File: config.mk
export PLATFORM = sky130hd
export DESIGN_NAME = bounded_packet_buffer_scheduler
export DESIGN_NICKNAME = d
export VERILOG_FILES = /design/src/hw/rtl/pbs_pkg.sv /design/src/hw/rtl/pbs_cell.sv /design/src/hw/rtl/pbs_chain.sv /design/src/hw/rtl/bounded_packet_buffer_scheduler.sv
export SDC_FILE = /design/constraint.sdc
export NUM_CORES = 2
export LEC_CHECK = 0
export ABC_CLOCK_PERIOD_IN_PS = 7690
export BUFFER_PORTS_ARGS = -buffer_cell sky130_fd_sc_hd__buf_4
export CORE_UTILIZATION = 35
export CTS_CLUSTER_DIAMETER = 100
export DETAILED_ROUTE_END_ITERATION = 10
export GPL_TIMING_DRIVEN = 0
export HOLD_SLACK_MARGIN = 0.15
export SLEW_MARGIN = 20
export SYNTH_ARGS = -nofsm -noshare
export SYNTH_HDL_FRONTEND = slang
export SYNTH_SLANG_ARGS = --single-unit
File: constraint.sdc
create_clock -name clk -period 7.69 [get_ports clk]
set_input_delay 0 -clock clk [delete_from_list [all_inputs] [get_ports clk]]
set_output_delay 0 -clock clk [all_outputs]
set_load 0.03 [all_outputs]
File: src/hw/rtl/pbs_pkg.sv
// Shared constants and types of the bounded packet buffer scheduler.
package pbs_pkg;

  localparam int DEPTH  = 64;
  localparam int TIME_W = 32;
  localparam int PT_W   = 16;
  localparam int CAP_W  = 7;
  localparam int OCC_W  = 7;

  localparam logic [CAP_W-1:0] CAP_RESET = CAP_W'(64);
  localparam logic [CAP_W-1:0] CAP_LIMIT = CAP_W'(DEPTH);

  typedef logic [TIME_W-1:0] time_t;

  // Controller states, one-hot
  typedef enum logic [1:0] {
    ST_IDLE = 2'b01,
    ST_HOLD = 2'b10
  } state_t;

  // Commands from the controller to the chain
  typedef struct packed {
    logic  pop;
    logic  push;
    time_t push_value;
  } chain_ctrl_t;

  // Status from the chain to the controller
  typedef struct packed {
    time_t            head;
    logic [OCC_W-1:0] occ;
  } chain_stat_t;

endpackage

File: src/hw/rtl/pbs_cell.sv
// One cell of the finish-time chain: holds one entry, shifts towards the head.
module pbs_cell (
  input  logic          clk,
  input  logic          shift,
  input  logic          load,
  input  pbs_pkg::time_t neighbour,
  input  pbs_pkg::time_t load_value,
  output pbs_pkg::time_t value
);

  // Take the neighbour's entry on a pop, the new finish time on a push
  always_ff @(posedge clk) begin
    if (shift) begin
      value <= neighbour;
    end else if (load) begin
      value <= load_value;
    end
  end

endmodule

File: src/hw/rtl/pbs_chain.sv
// Row of cells holding the finish times in order, head at cell zero.
module pbs_chain (
  input  logic                 clk,
  input  logic                 rst,
  input  pbs_pkg::chain_ctrl_t ctrl,
  output pbs_pkg::chain_stat_t stat
);

  logic [pbs_pkg::OCC_W-1:0] occ;
  pbs_pkg::time_t            cell_value [pbs_pkg::DEPTH];

  // Track how many cells hold an entry
  always_ff @(posedge clk) begin
    if (rst) begin
      occ <= '0;
    end else if (ctrl.pop) begin
      occ <= occ - pbs_pkg::OCC_W'(1);
    end else if (ctrl.push) begin
      occ <= occ + pbs_pkg::OCC_W'(1);
    end
  end

  // Build the row; the first free cell takes a pushed entry
  for (genvar i = 0; i < pbs_pkg::DEPTH; i++) begin : g_cell
    pbs_pkg::time_t nb;
    logic           sel;

    if (i == pbs_pkg::DEPTH - 1) begin : g_last
      assign nb = '0;
    end else begin : g_mid
      assign nb = cell_value[i+1];
    end

    assign sel = (occ == pbs_pkg::OCC_W'(i));

    pbs_cell u_cell (
      .clk        (clk),
      .shift      (ctrl.pop),
      .load       (ctrl.push & sel),
      .neighbour  (nb),
      .load_value (ctrl.push_value),
      .value      (cell_value[i])
    );
  end

  assign stat.head = cell_value[0];
  assign stat.occ  = occ;

endmodule

File: src/hw/rtl/bounded_packet_buffer_scheduler.sv
// Top level of the bounded packet buffer scheduler.
//
// Packets arrive as beats on the input channel (in_valid / in_ready) with an
// arrival time and a processing time. Each packet gives one result beat on
// the output channel (out_valid / out_ready): a drop flag and the start time.
// The finish times of held packets sit in a row of 64 cells, oldest first.
// A packet first retires every held entry whose finish time is at or before
// its arrival, one entry per cycle through the cell row, then is either
// dropped or pushed into the first free cell.
// The result is registered and shows in the cycle after the decision. One
// packet is worked on at a time; the next beat is taken as soon as the last
// one is decided, even while its result still waits. A stalled receiver holds
// the decision of the following packet until the output register is free.
// buffer_capacity is written through cfg_wr_en / cfg_wr_data; the user must
// write it only while idle, since the block does not enforce this.
// Reset empties the buffer, clears the last finish time and sets the
// capacity to 64.
module bounded_packet_buffer_scheduler (
  input  logic                        clk,
  input  logic                        rst,
  input  logic                        cfg_wr_en,
  input  logic [pbs_pkg::CAP_W-1:0]   cfg_wr_data,
  input  logic                        in_valid,
  output logic                        in_ready,
  input  logic [pbs_pkg::TIME_W-1:0]  arrival_stamp,
  input  logic [pbs_pkg::PT_W-1:0]    service_len,
  output logic                        out_valid,
  input  logic                        out_ready,
  output logic                        dropped,
  output logic [pbs_pkg::TIME_W-1:0]  service_start
);

  pbs_pkg::state_t          state, state_next;
  logic [pbs_pkg::CAP_W-1:0] buffer_capacity;
  logic [pbs_pkg::CAP_W-1:0] cap_eff;
  pbs_pkg::time_t           arr_q;
  logic [pbs_pkg::PT_W-1:0]  pt_q;
  pbs_pkg::time_t           last_finish;
  pbs_pkg::time_t           arr_cur, start_cur, finish_cur;
  logic [pbs_pkg::PT_W-1:0]  pt_cur;
  logic [pbs_pkg::TIME_W:0]  finish_sum;
  logic                     pending, pop_cond, out_free, decide, drop;
  pbs_pkg::chain_ctrl_t     ctrl;
  pbs_pkg::chain_stat_t     stat;

  // Capacity register
  always_ff @(posedge clk) begin
    if (rst) begin
      buffer_capacity <= pbs_pkg::CAP_RESET;
    end else if (cfg_wr_en) begin
      buffer_capacity <= cfg_wr_data;
    end
  end

  assign cap_eff = (buffer_capacity > pbs_pkg::CAP_LIMIT) ? pbs_pkg::CAP_LIMIT
                                                          : buffer_capacity;

  // Select the packet in work: the incoming beat when idle, else the held one
  assign in_ready = (state == pbs_pkg::ST_IDLE);
  assign arr_cur  = in_ready ? arrival_stamp : arr_q;
  assign pt_cur   = in_ready ? service_len : pt_q;
  assign pending  = (state == pbs_pkg::ST_HOLD) | in_valid;

  // Retire the head while it finishes by the arrival; otherwise decide once the result register is free
  assign pop_cond = (stat.occ != '0) && (stat.head <= arr_cur);
  assign out_free = ~out_valid | out_ready;
  assign decide   = pending & ~pop_cond & out_free;
  assign drop     = (stat.occ >= cap_eff);

  // Start and saturated finish time
  assign start_cur  = (stat.occ == '0) ? arr_cur : last_finish;
  assign finish_sum = {1'b0, start_cur} + {{(pbs_pkg::TIME_W+1-pbs_pkg::PT_W){1'b0}}, pt_cur};
  assign finish_cur = finish_sum[pbs_pkg::TIME_W] ? '1 : finish_sum[pbs_pkg::TIME_W-1:0];

  // Drive the chain
  assign ctrl.pop        = pending & pop_cond;
  assign ctrl.push       = decide & ~drop;
  assign ctrl.push_value = finish_cur;

  pbs_chain u_chain (
    .clk  (clk),
    .rst  (rst),
    .ctrl (ctrl),
    .stat (stat)
  );

  // Next state
  always_comb begin
    state_next = state;
    unique case (state)
      pbs_pkg::ST_IDLE: begin
        if (in_valid & ~decide) begin
          state_next = pbs_pkg::ST_HOLD;
        end
      end
      pbs_pkg::ST_HOLD: begin
        if (decide) begin
          state_next = pbs_pkg::ST_IDLE;
        end
      end
      default: state_next = pbs_pkg::ST_IDLE;
    endcase
  end

  always_ff @(posedge clk) begin
    if (rst) begin
      state <= pbs_pkg::ST_IDLE;
    end else begin
      state <= state_next;
    end
  end

  // Hold the accepted packet
  always_ff @(posedge clk) begin
    if (in_valid & in_ready) begin
      arr_q <= arrival_stamp;
      pt_q  <= service_len;
    end
  end

  // Remember the newest finish time
  always_ff @(posedge clk) begin
    if (rst) begin
      last_finish <= '0;
    end else if (ctrl.push) begin
      last_finish <= finish_cur;
    end
  end

  // Result register: load on a decision, drop the beat once taken
  always_ff @(posedge clk) begin
    if (rst) begin
      out_valid <= 1'b0;
    end else if (decide) begin
      out_valid <= 1'b1;
    end else if (out_ready) begin
      out_valid <= 1'b0;
    end
  end

  always_ff @(posedge clk) begin
    if (decide) begin
      dropped       <= drop;
      service_start <= drop ? '0 : start_cur;
    end
  end

endmodule

# Word level (Yosys, flattened, before mapping)
# Index checks and enable logic that the tools add are counted.
[totals]
in_bits = 60
ff_bits = 2178
[classes]
order_cmp = 3
n_eq_ne = 67
n_reduce_logical = 69
add_sub_neg = 3
bitwise_logic = 76
mux = 138
[ops]
columns = ["op", "n"]
rows = [
  ["$mux W32", 129],
  ["$eq A7 B6 Y1 const B", 32],
  ["$reduce_bool A2 Y1", 65],
  ["$eq A7 B5 Y1 const B", 16],
  ["$and A1 B1 Y1", 70],
  ["$eq A7 B4 Y1 const B", 8],
  ["$add A32 B16 Y33", 1],
  ["$le A32 B32 Y1", 1],
  ["$eq A7 B3 Y1 const B", 4],
  ["$mux W7", 3],
  ["$mux W16", 1],
  ["$eq A7 B2 Y1 const B", 2],
  ["$add A7 B1 Y7 const B", 1],
  ["$eq A7 B1 Y1 const B", 1],
  ["$ge A7 B7 Y1", 1],
  ["$gt A7 B7 Y1 const B", 1],
  ["$logic_not A7 Y1", 1],
  ["$reduce_bool A7 Y1", 1],
  ["$sub A7 B1 Y7 const B", 1],
  ["$mux W2", 2],
  ["$not A1 Y1", 4],
  ["$pmux W2 S2", 1],
  ["$eq A2 B1 Y1 const B", 1],
  ["$eq A2 B2 Y1 const B", 1],
  ["other kinds (6)", 8],
]

# Depth between registers and ports, before layout
[logic_depth]
ltp_word = 11
ltp_mapped = 23
mapped_depth_nobuf = 17

# Cells and area by module
# From an unflattened synthesis, not the netlist that was laid out.
[unflattened]
hier_cells = 5336
hier_area_um2 = 104720.4
[by_module_without_submodules]
columns = ["module", "cells_per_inst", "seq_area_each_um2", "area_each_um2", "instances"]
rows = [
  ["pbs_cell", 69, 960.9, 1507.7, 64],
  ["bounded_packet_buffer_scheduler", 774, 3273.1, 7372.1, 1],
  ["pbs_chain", 146, 140.1, 855.8, 1],
]

# Worst setup path before layout
# Ideal clock, no wire load.
[synth_path]
path_kind = "reg2reg"
startpoint = "register state[1]"
endpoint = "register u_chain.g_cell[31].u_cell.value[0], enable pin"
path_buffers = 5
required_time_ps = 7224
arrival_time_ps = 6051
stages_incl_launch_ff = 17
setup_slack_ps = 1173
cell_sequence = "dfxtp_1 nand2b_1 clkinv_2 buf_2 buf_1 mux2i_1 ha_1 nand4_1 a2111oi_0 or4b_2 a211oi_2 or2_0 clkbuf_1 or4b_1 clkbuf_1 clkbuf_1 o21ai_0"
[synth_between]
elab_chain_cells = 10
elab_cells_between_ends = 13
cone_classes = "1 x order compare; 2 x eq/ne; 1 x mux; 7 x bitwise; 2 x reduce/logical"
[synth_lines]
columns = ["element", "line", "text"]
rows = [
  ["start, declared", "bounded_packet_buffer_scheduler.sv:33", "pbs_pkg::state_t state, state_next;"],
  ["start signal, assigned", "bounded_packet_buffer_scheduler.sv:107", "state <= pbs_pkg::ST_IDLE;"],
  ["start signal, assigned", "bounded_packet_buffer_scheduler.sv:109", "state <= state_next;"],
  ["$eq A2 B1 Y1", "bounded_packet_buffer_scheduler.sv:59", "assign in_ready = (state == pbs_pkg::ST_IDLE);"],
  ["$mux W32", "bounded_packet_buffer_scheduler.sv:60", "assign arr_cur = in_ready ? arrival_stamp : arr_q;"],
  ["$le A32 B32 Y1", "bounded_packet_buffer_scheduler.sv:65", "assign pop_cond = (stat.occ != '0) && (stat.head <= arr_cur);"],
  ["$logic_and A1 B1 Y1", "bounded_packet_buffer_scheduler.sv:65", ""],
  ["$not A1 Y1", "bounded_packet_buffer_scheduler.sv:67", "assign decide = pending & ~pop_cond & out_free;"],
  ["$and A1 B1 Y1 (2 in a row)", "bounded_packet_buffer_scheduler.sv:67", ""],
  ["$and A1 B1 Y1", "bounded_packet_buffer_scheduler.sv:77", "assign ctrl.push = decide & ~drop;"],
  ["$and A1 B1 Y1", "pbs_chain.sv:39", ".load (ctrl.push & sel),"],
  ["$reduce_bool A2 Y1 (no source line) *", "--", ""],
  ["end signal, assigned", "pbs_cell.sv:14", "value <= neighbour;"],
  ["end signal, assigned", "pbs_cell.sv:16", "value <= load_value;"],
  ["end, declared", "pbs_cell.sv:8", "output pbs_pkg::time_t value"],
]
# Mark *: on every way between the ends. The rest lies on a longest branch, timed or not.
# A chain may end at the register's enable or synchronous reset.

# Worst setup path after layout
[layout_path]
startpoint = "register u_chain.occ[0] in the netlist's numbering"
endpoint = "register u_chain.g_cell[48].u_cell.value[17], data pin"
[layout_between]
elab_chain_cells = 6
elab_cells_between_ends = 9
cone_classes = "1 x add/sub; 4 x mux; 1 x bitwise; 3 x reduce/logical"
[layout_lines]
columns = ["element", "line", "text"]
rows = [
  ["start, declared", "pbs_chain.sv:9", "logic [pbs_pkg::OCC_W-1:0] occ;"],
  ["start signal, assigned", "pbs_chain.sv:17", "occ <= occ - pbs_pkg::OCC_W'(1);"],
  ["start signal, assigned", "pbs_chain.sv:19", "occ <= occ + pbs_pkg::OCC_W'(1);"],
  ["$logic_not A7 Y1", "bounded_packet_buffer_scheduler.sv:71", "assign start_cur = (stat.occ == '0) ? arr_cur : last_finish;"],
  ["$mux W32", "bounded_packet_buffer_scheduler.sv:71", ""],
  ["via start_cur[11]", "bounded_packet_buffer_scheduler.sv:39", "pbs_pkg::time_t arr_cur, start_cur, finish_cur;"],
  ["$add A32 B16 Y33", "bounded_packet_buffer_scheduler.sv:72", "assign finish_sum = {1'b0, start_cur} + {{(pbs_pkg::TIME_W+1-pbs_pkg::PT_W){1'b0}}, pt_cur};"],
  ["$mux W32", "bounded_packet_buffer_scheduler.sv:73", "assign finish_cur = finish_sum[pbs_pkg::TIME_W] ? '1 : finish_sum[pbs_pkg::TIME_W-1:0];"],
  ["$mux W32", "pbs_cell.sv:15", "end else if (load) begin"],
  ["$mux W32", "pbs_cell.sv:13", "if (shift) begin"],
  ["end signal, assigned", "pbs_cell.sv:14", ""],
  ["end signal, assigned", "pbs_cell.sv:16", ""],
  ["end, declared", "pbs_cell.sv:8", ""],
]
# The timed path passes the listed nets, and every way through them passes these cells. The select of a mux whose other input is x is not followed.

==> flow_summary.json <==
{
  "synthToLayoutAreaGrowth_pct": 17.9,
  "fin_skew_ns": 0.0328,
  "synthArstFlopShare_pct": 0,
  "synth_edf_count": 2097,
  "slew_viol_final": 0,
  "yosysUniqueCellTypes": 72,
  "grt_first_pass_wirelength_mm": 317,
  "holdWs_ns": 0.222,
  "fmax_ghz": 0.132,
  "clock-sinks": 2178,
  "cp_cell_sequence": "inv_1 > ha_1 > nand4b_2 > clkbuf_1 > clkbuf_1 > clkbuf_2 > clkbuf_1 > o21ai_0 > ha_1 > and4_1 > nand3_1 > a211oi_1 > nor4b_2 > buf_2 > clkbuf_1 > o31a_1 > nor3_1 > nand2_4 > buf_2 > o21a_1",
  "relSlewSlack_pct": 26.6,
  "post_cts_buffers": 0,
  "synth.avg_cell_area_um2": 15.8,
  "dpl-instance-area_um2": 94800,
  "overflow": 0,
  "synth_cells": 5544,
  "clk_path_buf_depth": 3,
  "cp_top_family": "buffers and inverters",
  "grt_pass1_vias": 50521,
  "portBuffers": 93,
  "yosysWarnings": 0,
  "finalSetupTns_ns": 0,
  "clk_latency_ns": 0.85,
  "final_cells": 9563,
  "die-area_um2": 251000,
  "cts_tree": "done",
  "yosys_most_used_dff": "edfxtp_1",
  "htreeDepth": 4,
  "ios": 95,
  "dp_hpwl_mm": 143,
  "initial_core_util_pct": 35.1,
  "synth.area.top_cells": "edfxtp_1 (72%), o21a_1 (10%), a21o_1 (7.1%), dfxtp_1 (1.9%), buf_2 (1.3%)",
  "crit_top_cell": "clkbuf_1",
  "critPathKind": "flip-flop to flip-flop",
  "drv_cap": 0,
  "final_cell_area_um2": 103000,
  "hold_class": "input pin to flip-flop",
  "dp.cells": 9036,
  "critical_path.max_fanout": 10,
  "via_count": 49181,
  "rsz0062_at_grt": "no",
  "cts_buffers": 219,
  "path_clk_slew_ns": 0.06,
  "fin_crit_ns": 7.55,
  "wl_per_cell_um": 21.7,
  "coreArea_um2": 248000,
  "fin_crit_sh_pct": 98.2,
  "track_usage_pct": 16.5,
  "yosysTopAreaCell": "edfxtp_1",
  "worstSetupStartpointType": "flip-flop",
  "final_layout_size_suffix_gt1_share_pct": 13.2,
  "antenna_found_initial": 10,
  "std_cell_rows": 183,
  "setup_viol": 0,
  "ant_nets": 0,
  "synth_top_area_share_pct": 72.1,
  "nets": 6173,
  "yosysMostFrequentCell": "edfxtp_1",
  "synth_nets": 5665,
  "wl_mm": 207,
  "vias_per_cell": 5.14,
  "arrival_ns": 8.12,
  "yosys-top-cells-count": "edfxtp_1 (2097), o21a_1 (1203), a21o_1 (828), clkbuf_1 (244), buf_2 (220)",
  "drt_iter0_drc": 4716,
  "die_w_um": 501,
  "regArea_um2": 64600,
  "first_pass_iters": 6,
  "end_kind": "flip-flop",
  "synth_area_um2": 87300,
  "crit_slowest_cell": "nor3_1",
  "drc": 0,
  "crit_buf_inv": 8,
  "nFillCells": 22219,
  "worst_pin_slew_ns": 1.10,
  "worstPathRequired_ns": 8.26,
  "yosysSeqAreaShare_pct": 74.0,
  "grt_max_degree": 49,
  "finalHoldViolCount": 0,
  "ys_seq_elements": 2178,
  "multi_input_area_um2": 21200,
  "clock-root-buffer": "clkbuf_16",
  "dieHeight_um": 501,
  "cpPeakStageDelay_ns": 0.79,
  "status": "complete, no violations",
  "place.gp.congestion": 0.858
}
flip-flops by register name, summed over array words and instances (netlist names):
name / flops
pt_q: 16
u_chain.occ: 7
state: 2
service_start: 32
buffer_capacity: 7
u_chain.g_cell.u_cell.value: 2048
out_valid: 1
dropped: 1
arr_q: 32
last_finish: 32
layout by cell type (no fill, tap or decap), drive strengths merged, types with 9 or more instances in the layout:
| cell type | n |
|---|---|
| edfxtp | 2097 |
| o21a | 1203 |
| a21o | 828 |
| clkbuf | 542 |
| buf | 412 |
| nand2 | 143 |
| nor2 | 127 |
| dlygate4sd3 | 125 |
| o21ai | 95 |
| dfxtp | 81 |
| clkinv | 78 |
| a21oi | 62 |
| ha | 60 |
| mux2i | 58 |
| a211oi | 43 |
| inv | 37 |
| nand3 | 25 |
| nor2b | 19 |
| and2 | 14 |
| nor4 | 14 |
| nor3 | 13 |
| nand4 | 11 |
| a21boi | 11 |
| mux2 | 10 |
| bufinv | 9 |
per-layer routing:
layer / wire length (µm) / track usage, % / up-vias
li1: - / - / 22301
met2: 95800 / 26.2 / 1411
met5: 34 / 0 / -
met1: 92600 / 22.6 / 25161
met4: 6100 / 5.23 / 4
met3: 12700 / 3.28 / 304
repair_timing:
item,4_1_cts,5_1_grt
hold buffers,125,0
pin swaps,0,0
cloned,0,0
hold endpoints to repair,189,0
endpoints found under the setup margin,1129,1260
gates resized for setup,6,19
worst min-delay path: cells and delay by family:
family,cells,cell delay [ns]
buffers and inverters,2,0.74
muxes,1,0.16
and+or+nand+nor,1,0.13
worst paths after layout:
kind / startpoint / end / slack (ns) / cells after the start
setup reg to reg: u_chain.occ[0] / u_chain.g_cell[48].u_cell.value[17] / 0.14 / 20
hold reg to reg: last_finish[26] / last_finish[26] / 0.49 / 2
setup / recovery: u_chain.occ[0] / u_chain.g_cell[48].u_cell.value[17] / 0.14 / 20
hold / removal: rst / u_chain.occ[5] / 0.22 / 4
kinds of logic (layout without fill, tap and decap cells):
family	after synthesis	in the layout	share of synthesized area [%]
buffers and inverters	522	1206	2.67
adder cells (fa/ha/maj)	61	61	0.883
flip-flops	2178	2178	74.0
multiplexers	68	68	0.794
AND/OR/NAND/NOR	418	418	2.30
AO/OA/AOI/OAI	2287	2287	19.3
other	0	5	0
XOR/XNOR	10	10	0.100
cell type report:
cell class              count  area share, %
inverters                  26         0.0984
diodes                      5         0.0121
well taps                3330           4.05
repair buffers            288           3.73
clock buffers             297           5.82
plain buffers             495           2.20
clock inverters           100          0.805
flip-flops and latches   2178           62.7
multi-input cells        2844           20.6
metrics by stage:
step	util (%)	setup WS, ns
floorplan	-	1.17
global placement	37.1	-2.55
detailed placement	38.2	-0.361
CTS	41.4	0.0682
global route	41.5	0.0166
finish	41.5	0.142
Power is left out: the tool's default activity adds up to more than one toggle a clock period on the data nets, which glitch-free logic cannot reach.
